[src/hw/rtl/mft_pkg.sv]
// Package for the motor feedback multiturn tracker.
// Holds the field widths, register indexes, protocol codes and shared structs.
// No dependencies; every other file of the block uses it by scoped names.
package mft_pkg;

  localparam int unsigned MOTOR_SLOTS = 2;
  localparam int unsigned SLOT_W      = $clog2(MOTOR_SLOTS);

  localparam int unsigned ENC_W       = 13;
  localparam int unsigned TURN_W      = 32;
  localparam int unsigned TIME_W      = 32;
  localparam int unsigned TOTAL_W     = TURN_W + ENC_W;
  localparam int unsigned ID_W        = 11;
  localparam int unsigned MOTOR_W     = 3;
  localparam int unsigned TIMEOUT_W   = 16;
  localparam int unsigned BUS_W       = 2;
  localparam int unsigned PAYLOAD_W   = 56;
  localparam int unsigned WORD_W      = 16;
  localparam int unsigned BYTE_W      = 8;
  localparam int unsigned CFG_IDX_W   = 2;
  localparam int unsigned CFG_DATA_W  = 16;

  // Half a mechanical turn in encoder counts; larger jumps are wraps.
  localparam logic signed [ENC_W:0] ENC_HALF_TURN = (ENC_W + 1)'(4096);

  localparam logic [BUS_W-1:0] BUS_FEEDBACK = BUS_W'(2);

  localparam logic ACTION_FRAME = 1'b0;
  localparam logic ACTION_TICK  = 1'b1;

  localparam logic [ID_W-1:0]    RST_ID_BASE  = ID_W'(516);
  localparam logic [MOTOR_W-1:0] RST_YAW_ID   = MOTOR_W'(1);
  localparam logic [MOTOR_W-1:0] RST_PITCH_ID = MOTOR_W'(2);
  localparam logic [TIMEOUT_W-1:0] RST_TIMEOUT = TIMEOUT_W'(100);

  typedef enum logic [CFG_IDX_W-1:0] {
    REG_YAW_ID   = 2'd0,
    REG_PITCH_ID = 2'd1,
    REG_ID_BASE  = 2'd2,
    REG_TIMEOUT  = 2'd3
  } cfg_reg_t;

  typedef struct packed {
    logic [MOTOR_W-1:0]   yaw_id;
    logic [MOTOR_W-1:0]   pitch_id;
    logic [ID_W-1:0]      id_base;
    logic [TIMEOUT_W-1:0] timeout;
  } mft_cfg_t;

  // Decoded feedback frame; hit is set only when a slot should be updated.
  typedef struct packed {
    logic                  hit;
    logic [SLOT_W-1:0]     slot;
    logic [ENC_W-1:0]      enc;
    logic [WORD_W-1:0]     speed;
    logic [WORD_W-1:0]     current;
    logic [BYTE_W-1:0]     temp;
  } mft_frame_t;

endpackage

[src/hw/rtl/mft_if.sv]
// Channel interfaces of the motor feedback multiturn tracker.
// Depends on mft_pkg for field widths.
interface mft_in_if;
  logic                          valid;
  logic                          ready;
  logic                          action;
  logic [mft_pkg::BUS_W-1:0]     bus_number;
  logic [mft_pkg::ID_W-1:0]      frame_id;
  logic [mft_pkg::PAYLOAD_W-1:0] payload;

  modport source (output valid, action, bus_number, frame_id, payload, input ready);
  modport sink   (input valid, action, bus_number, frame_id, payload, output ready);
endinterface

interface mft_out_if;
  logic                              valid;
  logic                              ready;
  logic                              accepted;
  logic                              motor_slot;
  logic [mft_pkg::ENC_W-1:0]         encoder_count;
  logic signed [mft_pkg::TURN_W-1:0]  turn_number;
  logic signed [mft_pkg::TOTAL_W-1:0] total_position;
  logic signed [mft_pkg::WORD_W-1:0]  shaft_speed;
  logic signed [mft_pkg::WORD_W-1:0]  winding_current;
  logic [mft_pkg::BYTE_W-1:0]        temperature;
  logic [mft_pkg::MOTOR_SLOTS-1:0]   online_mask;
  logic                              all_online;

  modport source (output valid, accepted, motor_slot, encoder_count, turn_number,
                  total_position, shaft_speed, winding_current, temperature,
                  online_mask, all_online, input ready);
  modport sink   (input valid, accepted, motor_slot, encoder_count, turn_number,
                  total_position, shaft_speed, winding_current, temperature,
                  online_mask, all_online, output ready);
endinterface

[src/hw/rtl/mft_frame_decode.sv]
// Frame filter and payload parser of the motor feedback multiturn tracker.
// Depends on mft_pkg; purely combinational.
module mft_frame_decode (
  input  logic                          action,
  input  logic [mft_pkg::BUS_W-1:0]     bus_number,
  input  logic [mft_pkg::ID_W-1:0]      frame_id,
  input  logic [mft_pkg::PAYLOAD_W-1:0] payload,
  input  mft_pkg::mft_cfg_t             cfg,
  output mft_pkg::mft_frame_t           frame
);

  logic [mft_pkg::ID_W:0]      id_lo;
  logic [mft_pkg::ID_W:0]      id_hi;
  logic [mft_pkg::ID_W:0]      id_ext;
  logic [mft_pkg::ID_W-1:0]    id_offset;
  logic [mft_pkg::MOTOR_W-1:0] motor_num;
  logic                        is_feedback;
  logic                        yaw_match;
  logic                        pitch_match;

  // The window is one past the base up to seven past it, on 12 bits so that
  // a base near the top of the identifier space cannot wrap.
  assign id_ext      = {1'b0, frame_id};
  assign id_lo       = {1'b0, cfg.id_base} + (mft_pkg::ID_W + 1)'(1);
  assign id_hi       = {1'b0, cfg.id_base} + (mft_pkg::ID_W + 1)'(7);
  assign id_offset   = frame_id - cfg.id_base;
  assign motor_num   = id_offset[mft_pkg::MOTOR_W-1:0];

  assign is_feedback = (action == mft_pkg::ACTION_FRAME) &&
                       (bus_number == mft_pkg::BUS_FEEDBACK) &&
                       (id_ext >= id_lo) && (id_ext <= id_hi);

  // Inside the window the motor number is never zero, so an id of zero never matches.
  assign yaw_match   = (motor_num == cfg.yaw_id);
  assign pitch_match = (motor_num == cfg.pitch_id);

  always_comb begin
    frame.hit     = is_feedback && (yaw_match || pitch_match);
    frame.slot    = yaw_match ? 1'b0 : 1'b1;
    frame.enc     = payload[40 +: mft_pkg::ENC_W];
    frame.speed   = payload[24 +: mft_pkg::WORD_W];
    frame.current = payload[8 +: mft_pkg::WORD_W];
    frame.temp    = payload[0 +: mft_pkg::BYTE_W];
  end

endmodule

[src/hw/rtl/motor_feedback_multiturn_tracker.sv]
// Top level of the motor feedback multiturn tracker.
// Depends on mft_pkg, the channel interfaces in mft_if and mft_frame_decode.
//
//  Channel   | Direction | Handshake        | Carries
//  ----------+-----------+------------------+----------------------------------------
//  in_chan   | sink      | valid/ready      | action, bus, identifier, 7 data bytes
//  out_chan  | source    | valid/ready      | one result per input transfer
//  cfg_*     | input     | write enable     | register index and write data, no wait
//
// An input transfer lands in the input register; from there the decode, turn update and
// timeout checks run in one pass and load the result register, so each result passes
// through both registers; one item is taken every cycle while the result is not stalled.
// The state updates as the item leaves the input register, so the next item always sees it.
// A stalled result lets the input register take one more transfer before ready drops. Reset
// restores the configuration defaults and clears the counters, state flags and valid bits.
module motor_feedback_multiturn_tracker (
  input  logic                            clk,
  input  logic                            rst_n,
  mft_in_if.sink                          in_chan,
  mft_out_if.source                       out_chan,
  input  logic                            cfg_we,
  input  logic [mft_pkg::CFG_IDX_W-1:0]   cfg_index,
  input  logic [mft_pkg::CFG_DATA_W-1:0]  cfg_wdata
);

  localparam int unsigned NS = mft_pkg::MOTOR_SLOTS;

  // Configuration registers.
  mft_pkg::mft_cfg_t cfg_r;

  // Input register.
  logic                          in_valid_r;
  logic                          in_action_r;
  logic [mft_pkg::BUS_W-1:0]     in_bus_r;
  logic [mft_pkg::ID_W-1:0]      in_id_r;
  logic [mft_pkg::PAYLOAD_W-1:0] in_payload_r;

  // Tracker state.
  logic [mft_pkg::TIME_W-1:0] ms_r, ms_nxt;
  logic [mft_pkg::ENC_W-1:0]  enc_r    [NS];
  logic [mft_pkg::ENC_W-1:0]  enc_nxt  [NS];
  logic [mft_pkg::TURN_W-1:0] turn_r   [NS];
  logic [mft_pkg::TURN_W-1:0] turn_nxt [NS];
  logic [mft_pkg::TIME_W-1:0] seen_time_r   [NS];
  logic [mft_pkg::TIME_W-1:0] seen_time_nxt [NS];
  logic [NS-1:0]              seen_r, seen_nxt;
  logic [NS-1:0]              online_r, online_nxt;

  // Result register.
  logic                               out_valid_r;
  logic                               out_accepted_r;
  logic                               out_slot_r;
  logic [mft_pkg::ENC_W-1:0]          out_enc_r;
  logic [mft_pkg::TURN_W-1:0]         out_turn_r;
  logic [mft_pkg::WORD_W-1:0]         out_speed_r;
  logic [mft_pkg::WORD_W-1:0]         out_current_r;
  logic [mft_pkg::BYTE_W-1:0]         out_temp_r;
  logic [NS-1:0]                      out_mask_r;
  logic                               out_all_r;

  logic                       advance;
  logic                       fire;
  logic                       is_tick;
  mft_pkg::mft_frame_t        frame;
  logic [mft_pkg::ENC_W-1:0]  enc_old;
  logic [mft_pkg::TURN_W-1:0] turn_old;
  logic                       seen_old;
  logic signed [mft_pkg::ENC_W:0] enc_diff;
  logic [mft_pkg::TURN_W-1:0] turn_upd;
  logic [mft_pkg::TIME_W-1:0] ms_inc;

  // The pass advances whenever the result register is empty or being drained.
  assign advance       = !out_valid_r || out_chan.ready;
  assign fire          = in_valid_r && advance;
  assign in_chan.ready = !in_valid_r || advance;

  // Configuration writes; software must write only while the block is idle; unchecked.
  always_ff @(posedge clk) begin
    if (!rst_n) begin
      cfg_r.yaw_id   <= mft_pkg::RST_YAW_ID;
      cfg_r.pitch_id <= mft_pkg::RST_PITCH_ID;
      cfg_r.id_base  <= mft_pkg::RST_ID_BASE;
      cfg_r.timeout  <= mft_pkg::RST_TIMEOUT;
    end else if (cfg_we) begin
      case (mft_pkg::cfg_reg_t'(cfg_index))
        mft_pkg::REG_YAW_ID:   cfg_r.yaw_id   <= cfg_wdata[mft_pkg::MOTOR_W-1:0];
        mft_pkg::REG_PITCH_ID: cfg_r.pitch_id <= cfg_wdata[mft_pkg::MOTOR_W-1:0];
        mft_pkg::REG_ID_BASE:  cfg_r.id_base  <= cfg_wdata[mft_pkg::ID_W-1:0];
        mft_pkg::REG_TIMEOUT:  cfg_r.timeout  <= cfg_wdata[mft_pkg::TIMEOUT_W-1:0];
        default: begin
        end
      endcase
    end
  end

  // Input register: loads on every input transfer, empties when the pass fires.
  always_ff @(posedge clk) begin
    if (!rst_n) begin
      in_valid_r <= 1'b0;
    end else if (in_chan.ready) begin
      in_valid_r <= in_chan.valid;
    end
  end

  always_ff @(posedge clk) begin
    if (in_chan.valid && in_chan.ready) begin
      in_action_r  <= in_chan.action;
      in_bus_r     <= in_chan.bus_number;
      in_id_r      <= in_chan.frame_id;
      in_payload_r <= in_chan.payload;
    end
  end

  mft_frame_decode u_decode (
    .action     (in_action_r),
    .bus_number (in_bus_r),
    .frame_id   (in_id_r),
    .payload    (in_payload_r),
    .cfg        (cfg_r),
    .frame      (frame)
  );

  assign is_tick  = (in_action_r == mft_pkg::ACTION_TICK);
  assign ms_inc   = ms_r + mft_pkg::TIME_W'(1);
  assign enc_old  = enc_r[frame.slot];
  assign turn_old = turn_r[frame.slot];
  assign seen_old = seen_r[frame.slot];

  // A jump of more than half a turn between two samples is taken as a wrap.
  // The first frame of a slot only records its position.
  assign enc_diff = $signed({1'b0, frame.enc}) - $signed({1'b0, enc_old});

  always_comb begin
    turn_upd = turn_old;
    if (seen_old) begin
      if (enc_diff > mft_pkg::ENC_HALF_TURN) begin
        turn_upd = turn_old - mft_pkg::TURN_W'(1);
      end else if (enc_diff < -mft_pkg::ENC_HALF_TURN) begin
        turn_upd = turn_old + mft_pkg::TURN_W'(1);
      end
    end
  end

  // State next values. A tick bumps the counter first and then ages each slot
  // against the new count, modulo 2^32; a matching frame refreshes one slot.
  always_comb begin
    ms_nxt     = ms_r;
    seen_nxt   = seen_r;
    online_nxt = online_r;
    for (int i = 0; i < NS; i++) begin
      enc_nxt[i]       = enc_r[i];
      turn_nxt[i]      = turn_r[i];
      seen_time_nxt[i] = seen_time_r[i];
    end
    if (fire) begin
      if (is_tick) begin
        ms_nxt = ms_inc;
        for (int i = 0; i < NS; i++) begin
          if ((ms_inc - seen_time_r[i]) >
              {{(mft_pkg::TIME_W - mft_pkg::TIMEOUT_W){1'b0}}, cfg_r.timeout}) begin
            online_nxt[i] = 1'b0;
          end
        end
      end else if (frame.hit) begin
        for (int i = 0; i < NS; i++) begin
          if (frame.slot == mft_pkg::SLOT_W'(i)) begin
            enc_nxt[i]       = frame.enc;
            turn_nxt[i]      = turn_upd;
            seen_time_nxt[i] = ms_r;
            seen_nxt[i]      = 1'b1;
            online_nxt[i]    = 1'b1;
          end
        end
      end
    end
  end

  always_ff @(posedge clk) begin
    if (!rst_n) begin
      ms_r     <= '0;
      seen_r   <= '0;
      online_r <= '0;
      for (int i = 0; i < NS; i++) begin
        enc_r[i]       <= '0;
        turn_r[i]      <= '0;
        seen_time_r[i] <= '0;
      end
    end else begin
      ms_r     <= ms_nxt;
      seen_r   <= seen_nxt;
      online_r <= online_nxt;
      for (int i = 0; i < NS; i++) begin
        enc_r[i]       <= enc_nxt[i];
        turn_r[i]      <= turn_nxt[i];
        seen_time_r[i] <= seen_time_nxt[i];
      end
    end
  end

  // Result register. Ticks and rejected frames report zeros except the flags.
  always_ff @(posedge clk) begin
    if (!rst_n) begin
      out_valid_r <= 1'b0;
    end else if (advance) begin
      out_valid_r <= in_valid_r;
    end
  end

  always_ff @(posedge clk) begin
    if (fire) begin
      out_accepted_r <= frame.hit && !is_tick;
      out_mask_r     <= online_nxt;
      out_all_r      <= &online_nxt;
      if (frame.hit && !is_tick) begin
        out_slot_r    <= frame.slot;
        out_enc_r     <= frame.enc;
        out_turn_r    <= turn_upd;
        out_speed_r   <= frame.speed;
        out_current_r <= frame.current;
        out_temp_r    <= frame.temp;
      end else begin
        out_slot_r    <= 1'b0;
        out_enc_r     <= '0;
        out_turn_r    <= '0;
        out_speed_r   <= '0;
        out_current_r <= '0;
        out_temp_r    <= '0;
      end
    end
  end

  // The encoder count is below one turn, so turns*8192 + count is a concatenation.
  assign out_chan.valid            = out_valid_r;
  assign out_chan.accepted         = out_accepted_r;
  assign out_chan.motor_slot       = out_slot_r;
  assign out_chan.encoder_count    = out_enc_r;
  assign out_chan.turn_number      = $signed(out_turn_r);
  assign out_chan.total_position   = $signed({out_turn_r, out_enc_r});
  assign out_chan.shaft_speed      = $signed(out_speed_r);
  assign out_chan.winding_current  = $signed(out_current_r);
  assign out_chan.temperature      = out_temp_r;
  assign out_chan.online_mask      = out_mask_r;
  assign out_chan.all_online       = out_all_r;

endmodule
[src/flat_wrapper.sv]
// flat-port wrapper written by rule: the top's interface ports become plain ports
module motor_feedback_multiturn_tracker_flat 
  (clk, rst_n, cfg_we, cfg_index, cfg_wdata, in_chan_valid, in_chan_action, in_chan_bus_number, in_chan_frame_id, in_chan_payload, in_chan_ready, out_chan_valid, out_chan_accepted, out_chan_motor_slot, out_chan_encoder_count, out_chan_turn_number, out_chan_total_position, out_chan_shaft_speed, out_chan_winding_current, out_chan_temperature, out_chan_online_mask, out_chan_all_online, out_chan_ready);
  mft_in_if in_chan_i ();
  mft_out_if out_chan_i ();
  input  logic clk;
  input  logic rst_n;
  input  logic cfg_we;
  input  logic [mft_pkg::CFG_IDX_W-1:0] cfg_index;
  input  logic [mft_pkg::CFG_DATA_W-1:0] cfg_wdata;
  input wire logic [$bits(in_chan_i.valid)-1:0] in_chan_valid;
  input wire logic [$bits(in_chan_i.action)-1:0] in_chan_action;
  input wire logic [$bits(in_chan_i.bus_number)-1:0] in_chan_bus_number;
  input wire logic [$bits(in_chan_i.frame_id)-1:0] in_chan_frame_id;
  input wire logic [$bits(in_chan_i.payload)-1:0] in_chan_payload;
  output wire logic [$bits(in_chan_i.ready)-1:0] in_chan_ready;
  output wire logic [$bits(out_chan_i.valid)-1:0] out_chan_valid;
  output wire logic [$bits(out_chan_i.accepted)-1:0] out_chan_accepted;
  output wire logic [$bits(out_chan_i.motor_slot)-1:0] out_chan_motor_slot;
  output wire logic [$bits(out_chan_i.encoder_count)-1:0] out_chan_encoder_count;
  output wire logic [$bits(out_chan_i.turn_number)-1:0] out_chan_turn_number;
  output wire logic [$bits(out_chan_i.total_position)-1:0] out_chan_total_position;
  output wire logic [$bits(out_chan_i.shaft_speed)-1:0] out_chan_shaft_speed;
  output wire logic [$bits(out_chan_i.winding_current)-1:0] out_chan_winding_current;
  output wire logic [$bits(out_chan_i.temperature)-1:0] out_chan_temperature;
  output wire logic [$bits(out_chan_i.online_mask)-1:0] out_chan_online_mask;
  output wire logic [$bits(out_chan_i.all_online)-1:0] out_chan_all_online;
  input wire logic [$bits(out_chan_i.ready)-1:0] out_chan_ready;
  assign in_chan_i.valid = in_chan_valid;
  assign in_chan_i.action = in_chan_action;
  assign in_chan_i.bus_number = in_chan_bus_number;
  assign in_chan_i.frame_id = in_chan_frame_id;
  assign in_chan_i.payload = in_chan_payload;
  assign in_chan_ready = in_chan_i.ready;
  assign out_chan_valid = out_chan_i.valid;
  assign out_chan_accepted = out_chan_i.accepted;
  assign out_chan_motor_slot = out_chan_i.motor_slot;
  assign out_chan_encoder_count = out_chan_i.encoder_count;
  assign out_chan_turn_number = out_chan_i.turn_number;
  assign out_chan_total_position = out_chan_i.total_position;
  assign out_chan_shaft_speed = out_chan_i.shaft_speed;
  assign out_chan_winding_current = out_chan_i.winding_current;
  assign out_chan_temperature = out_chan_i.temperature;
  assign out_chan_online_mask = out_chan_i.online_mask;
  assign out_chan_all_online = out_chan_i.all_online;
  assign out_chan_i.ready = out_chan_ready;
  motor_feedback_multiturn_tracker u_core (.clk(clk), .rst_n(rst_n), .in_chan(in_chan_i), .out_chan(out_chan_i), .cfg_we(cfg_we), .cfg_index(cfg_index), .cfg_wdata(cfg_wdata));
endmodule
[config.mk]
export PLATFORM = sky130hd
export DESIGN_NAME = motor_feedback_multiturn_tracker_flat
export DESIGN_NICKNAME = d
export VERILOG_FILES = /design/src/hw/rtl/mft_pkg.sv /design/src/hw/rtl/mft_if.sv /design/src/hw/rtl/mft_frame_decode.sv /design/src/hw/rtl/motor_feedback_multiturn_tracker.sv /design/src/flat_wrapper.sv
export SDC_FILE = /design/constraint.sdc
export NUM_CORES = 1
export LEC_CHECK = 0
export BUFFER_PORTS_ARGS = -buffer_cell sky130_fd_sc_hd__buf_2
export CORE_MARGIN = 4
export CORE_UTILIZATION = 40
export DETAILED_ROUTE_END_ITERATION = 8
export GPL_TIMING_DRIVEN = 0
export SLEW_MARGIN = 20
export SYNTH_ARGS = -nofsm -noshare
export SYNTH_HDL_FRONTEND = slang
export SYNTH_SLANG_ARGS = --single-unit
export TNS_END_PERCENT = 50
[constraint.sdc]
create_clock -name clk -period 11.82 [get_ports clk]
set_clock_uncertainty 0.2 [all_clocks]
set_input_delay 2.364 -clock clk [delete_from_list [all_inputs] [get_ports clk]]
set_output_delay 2.364 -clock clk [all_outputs]
set_load 0.005 [all_outputs]
* Yosys cells after proc, flatten, opt, wreduce, memory -nomap -nowiden
Memories as Yosys holds them, arrays and structs flattened.
Cells that the tools add are included.
** Storage, ports and cells
- Output and inout bits :: 137
- Memories kept :: 3
- Register bits after elaboration :: 228
- RAM bits :: 154
- Logic and storage cells :: 124
- Input bits :: 93
** Memories
- u_core.seen_time_r :: depth 2, width 32, rd ports 2, clocked after Yosys merged registers in 0, wr ports 2, RTL line motor_feedback_multiturn_tracker.sv:44 : logic [mft_pkg::TIME_W-1:0] seen_time_r [NS];
- u_core.turn_r :: depth 2, width 32, rd ports 1, clocked after Yosys merged registers in 0, wr ports 2, RTL line motor_feedback_multiturn_tracker.sv:42 : logic [mft_pkg::TURN_W-1:0] turn_r [NS];
- u_core.enc_r :: depth 2, width 13, rd ports 1, clocked after Yosys merged registers in 0, wr ports 2, RTL line motor_feedback_multiturn_tracker.sv:40 : logic [mft_pkg::ENC_W-1:0] enc_r [NS];
** Operators by class
- Reductions and logical operators :: 24
- Muxes and demuxes :: 36
- Equality and inequality tests :: 14
- Magnitude comparators :: 7
- Add/subtract/negate cells :: 9
- Bitwise operators :: 8
** Operators with widths (count)
- 64-bit 2-to-1 mux :: 6
- 32-bit 2-to-1 mux :: 11
- 26-bit 2-to-1 mux :: 3
- 32-bit by 1-bit adder with 32-bit output, second input constant :: 2
- 32-bit by 16-bit > comparator with 1-bit output :: 2
- 32-bit subtractor :: 2
- 13-bit 2-to-1 mux :: 4
- 32-bit by 1-bit subtractor with 32-bit output, second input constant :: 1
- 14-bit > comparator, second input constant :: 1
- 14-bit by 13-bit < comparator with 1-bit output, second input constant :: 1
- 13-bit by 13-bit subtractor with 14-bit output :: 1
- 11-bit by 1-bit adder with 12-bit output, second input constant :: 1
- 11-bit by 3-bit adder with 12-bit output, second input constant :: 1
- 11-bit by 12-bit greater-or-equal comparator with 1-bit output :: 1
- 11-bit by 12-bit less-or-equal comparator with 1-bit output :: 1
- 2-bit AND reduction :: 6
- 5-bit AND reduction :: 2
- 1-bit 2-to-1 mux :: 9
- 4-bit != test, second input constant :: 2
- 4-bit AND reduction :: 2
- 1-bit logical AND :: 7
- 2-bit == test, second input constant :: 3
- 3-bit == test :: 2
- 2-bit 2-to-1 mux :: 3
- 11 further kinds :: 24

* Depth between registers and ports, before layout
An unclocked memory read counts as a cell.
- Depth after elaboration :: 14
- Depth in mapped cells :: 30
- Gate-level depth less buffers :: 25

* By module
A second synthesis with hierarchy kept.
** Unflattened totals
- Cell total of the unflattened synthesis :: 2363
- Area total of the unflattened synthesis :: 22939.5 um^2
** By module, submodules not included
- motor_feedback_multiturn_tracker :: cells each 2192, area each 21612.0 um^2, instances 1, sequential area each 10209.8 um^2
- mft_frame_decode :: cells each 171, area each 1327.5 um^2, instances 1, sequential area each 0.0 um^2

* Worst setup path before layout
Ideal clock, no wire load.
- Kind :: reg-to-reg
- From :: register u_core.in_id_r[0] (netlist bit)
- To :: memory u_core.turn_r[0][28] (netlist bit) (data pin)
- Setup time :: 0.270 ns
- Stages on the path, launching flop included :: 28
- Clock period less this slack :: 6.721 ns
- Setup slack :: 5.099 ns
- Arrival time :: 6.251 ns
- Data required time :: 11.350 ns
- Path buffers :: 7
- Cell sequence :: edfxtp_1 > inv_1 > ha_1 > inv_1 > fa_1 > xnor3_1 > xnor2_2 > and2_1 > clkbuf_1 > buf_2 > buf_2 > buf_1 > buf_2 > buf_2 > mux2i_1 > ha_1 > o21a_1 > o31a_1 > o31a_1 > o21a_1 > or3_1 > a2111oi_1 > a21o_1 > buf_2 > mux2_2 > a211oi_2 > xor2_1 > nor2_1
** RTL lines
- start: declaration :: RTL line motor_feedback_multiturn_tracker.sv:35 : logic [mft_pkg::ID_W-1:0] in_id_r;
- start signal: assignment :: RTL line motor_feedback_multiturn_tracker.sv:109 : in_id_r <= in_chan.frame_id;
- end: declaration :: RTL line motor_feedback_multiturn_tracker.sv:42

* Worst setup path after layout
- From :: register u_core.in_id_r[0] (netlist bit)
- To :: register u_core.out_turn_r (netlist bit u_core.out_chan.turn_number[11]) (data pin)
** On the way
- Word-level cells in the longest chain between the ends :: 9
- Elaborated cells between the ends (all ways) :: 23
- Classes of those cells :: add/sub (4); order compare (4); eq/ne (2); mux (6); reduce/logical (5); memory (2)
** Ends and longest elaborated chain
- 3-bit subtractor :: RTL line mft_frame_decode.sv:26 : assign id_offset = frame_id - cfg.id_base;
- 3-bit == test :: RTL line mft_frame_decode.sv:34 : assign yaw_match = (motor_num == cfg.yaw_id);
- 1-bit 2-to-1 mux :: RTL line mft_frame_decode.sv:39 : frame.slot = yaw_match ? 1'b0 : 1'b1;
- memory read 2 x 13 bit
- 13-bit by 13-bit subtractor with 14-bit output :: RTL line motor_feedback_multiturn_tracker.sv:131 : assign enc_diff = $signed({1'b0, frame.enc}) - $signed({1'b0, enc_old});
- 14-bit by 13-bit < comparator with 1-bit output :: RTL line motor_feedback_multiturn_tracker.sv:138 : end else if (enc_diff < -mft_pkg::ENC_HALF_TURN) begin
- 32-bit 2-to-1 mux :: RTL line motor_feedback_multiturn_tracker.sv:138
- 32-bit 2-to-1 mux :: RTL line motor_feedback_multiturn_tracker.sv:136 : if (enc_diff > mft_pkg::ENC_HALF_TURN) begin
- 32-bit 2-to-1 mux :: RTL line motor_feedback_multiturn_tracker.sv:135 : if (seen_old) begin
- end signal: assignment :: RTL line motor_feedback_multiturn_tracker.sv:217 : out_turn_r <= turn_upd;
- end: declaration :: RTL line motor_feedback_multiturn_tracker.sv:54 : logic [mft_pkg::TURN_W-1:0] out_turn_r;
Parallel ways exist; a longest one is shown, timed or not. The select of a mux whose other input is x is not followed.
A chain may end at the register's enable or synchronous reset.

==> impl_metrics.yaml <==
floorplan:
  pin_count: 230
  start_util: 0.406
  rows: 86
  dieArea_sq_um: 60100
  core_area_sq_um: 55400
  fp.dieH_um: 245
  die_w_um: 245
pwr:
  p_sw_mw: 0.795
  seq_power_share: 0.464
  pwr-share-clk: 0.431
  total_power_mw: 3.21
  comb_power_share: 0.105
  p_leak_nw: 10.7
  irDropWorstVdd_mv: 0.0942
  swShare: 0.248
  pwr_density_cell_nw_per_um2: 123
  p_int_mw: 2.41
yosys:
  synth_area_per_cell_sq_um: 9.84
  ys_ff_latch: 382
  synth_ff_type: "edfxtp_1"
  async_flop_share: 0
  syn_area_sq_um: 22500
  synth.distinct_cells: 73
  yosysWarningCount: 0
  netlist_instances: 2287
  synth_seq_area_share: 0.450
  synth_edf_count: 247
  syn_nets: 2518
timing:
  post-route-period-util: 0.793
  rsz0062_at_grt: "false"
  finalSetupTns_ps: 0
  slew_viol_final: 0
  max_freq_mhz: 107
  finalHoldViolCount: 0
  post-route-min-period_ps: 9370
  slew_headroom: 0.261
  setup_viol: 0
  tightest_slew_ps: 1100
critical_path:
  crit_path_frequent_cell: "buf_2"
  endpoint_kind: "flip-flop"
  r2r_slack_ps: 2450
  cp_slowest_cell: "a2111oi_1"
  slowest_delay_ps: 880
  cp.required_ps: 11920
  r2r_cells: 28
  startpoint_type: "flip-flop"
  path_class: "reg2reg"
  r2r_start: "u_core.in_id_r[0]"
  worst-path-max-fanout: 10
  worst_ep_arrival_time_ps: 9470
  r2r_end: "u_core.out_chan.turn_number[11]"
grt:
  antenna_found_initial: 2
  grt_pass1_wl_um: 98100
  grt.overflow.total: 0
  grt_pass1_vias: 17900
  track_usage: 0.203
  grt_max_degree: 79
route:
  ant_nets: 0
  detail_route.wl_per_cell_um: 18.9
  drcViolationCount: 0
  initialDrtViolationCount: 1353
  routed_wl_um: 63100
  dr.pass1.iters: 5
  dr_total_vias: 17900
  detail_route.vias_per_cell: 5.34
worst_hold_path:
  hp-class: "reg2reg"
  min_path_cells: 2
  min_from: "u_core.seen_r[0]"
  whs_endpoint: "u_core.seen_r[0]"
clock_tree:
  cts_max_level: 2
  numClockSinks: 382
  clk_pin_slew_ps: 60
  worstSkewPairLatency_ps: 580
  post_cts_buffers: 0
  cts_root_buffer: "clkbuf_16"
  ctsResizeCount: 0
  cts_hold_buf: 0
  cts_tree: "built"
  clockBufferDepth: 3
  numCtsBuffers: 43
placement:
  hpwl_um: 47500
  io_buffers: 225
  globalplace.congestion: 0.953
cells_and_area:
  multi_input_area_sq_um: 11200
  final_cell_mix: "edfxtp_1, buf_2, nand2_1, nor2_1, dfxtp_1"
  finalNetCount: 2790
  area_growth_pct: 16.0
  n_fill_cell: 5156
  drive_gt1_frac: 0.143
  layout_commonest_cell: "edfxtp_1"
  register_area_sq_um: 10100
status:
  status: "finished clean"
flow_run:
  cap_violations: 0
## worst max-delay path: cells and delay by family, from the launching register on
| family | cells | cell delay [ps] |
|---|---|---|
| DFF | 1 | 360 |
| xor gates and xnor gates | 3 | 920 |
| muxes | 1 | 240 |
| buffers and inverters | 10 | 3440 |
| AOI/OAI and AO/OA | 7 | 2540 |
| adders and majority gates | 3 | 860 |
| and+or+nand+nor | 4 | 530 |
## worst max path at each step
stage / depth (start not counted) / slack, ps / end / startpoint
detailed placement: 28 / 2640 / u_core.out_chan.turn_number[11] / u_core.in_id_r[0]
finish: 28 / 2450 / u_core.out_chan.turn_number[11] / u_core.in_id_r[0]
floorplan: 27 / 5100 / u_core.turn_r[0][28] / u_core.in_id_r[0]
global route: 27 / 1900 / u_core.out_chan.turn_number[5] / u_core.in_id_r[0]
global placement: 27 / 2770 / u_core.out_chan.turn_number[5] / u_core.in_id_r[0]
CTS: 28 / 2620 / u_core.out_chan.turn_number[11] / u_core.in_id_r[0]
## per-layer routing
metal,vias to the layer above,GRT usage,share of wire
met5,-,0,0
met4,0,0.0759,0.037
met3,142,0.0336,0.056
met2,515,0.341,0.47
met1,8518,0.265,0.43
li1,8677,-,-
## cell type report
| type | instances | share of cell area |
|---|---|---|
| Clock buffer | 58 | 0.0470 |
| Tap cell | 748 | 0.0359 |
| Antenna cell | 1 | 0.0000959 |
| Sequential cell | 382 | 0.388 |
| Timing Repair Buffer | 227 | 0.0453 |
| Buffer | 152 | 0.0288 |
| Inverter | 110 | 0.0160 |
| Multi-Input combinational cell | 1643 | 0.430 |
| Clock inverter | 21 | 0.00868 |
## power by group through the flow
stage / Clock, mW / Combinational (mW) / Sequential [mW]
CTS: 1.42 / 0.334 / 1.49
floorplan: 0 / 0.209 / 1.51
global placement: 0 / 0.325 / 1.52
global route: 1.47 / 0.368 / 1.49
detailed placement: 0 / 0.332 / 1.52
finish: 1.38 / 0.337 / 1.49
## cell families (layout without fill, tap and decap cells)
group	Yosys count	after routing	share of synthesized area
and+or+nand+nor	817	817	0.183
AOI/OAI and AO/OA	408	408	0.120
DFF	382	382	0.450
buffers and inverters	262	568	0.0518
xor gates and xnor gates	158	158	0.0625
adders and majority gates	138	138	0.0781
muxes	122	122	0.0544
other	0	1	0
## Yosys cell counts (all sizes together), types with 75 or more instances
library cell  number  area share
nor2b             86       0.024
clkbuf            86       0.014
a21oi             97       0.022
xnor2            102       0.040
ha               134       0.075
edfxtp           247        0.33
nor2             159       0.027
nand2            206       0.034
and2              84       0.023
dfxtp            135        0.12
nand3             75       0.017
inv              110       0.018
mux2i            119       0.053
## registers in the layout, indices dropped and copies added (netlist names), 13 cells and up
name,flops
u_core.out_chan.shaft_speed,16
u_core.turn_r,64
u_core.enc_r,26
u_core.in_payload_r,53
u_core.out_chan.encoder_count,13
u_core.ms_r,32
u_core.cfg_r,33
u_core.seen_time_r,64
u_core.out_chan.turn_number,32
u_core.out_chan.winding_current,16
## per-stage QoR
step	util	instance area [sq um]	instances	setup slack [ps]	hold WS, ps
after floorplan	-	22500	2287	5100	241
after global placement	0.443	24600	3260	2770	257
after detailed placement	0.445	24600	3262	2640	260
after CTS	0.471	26100	3341	2620	271
after global routing	0.471	26100	3342	1900	293
final	0.471	26100	3342	2450	267
Note: power is estimated with default switching activity, not from simulation.
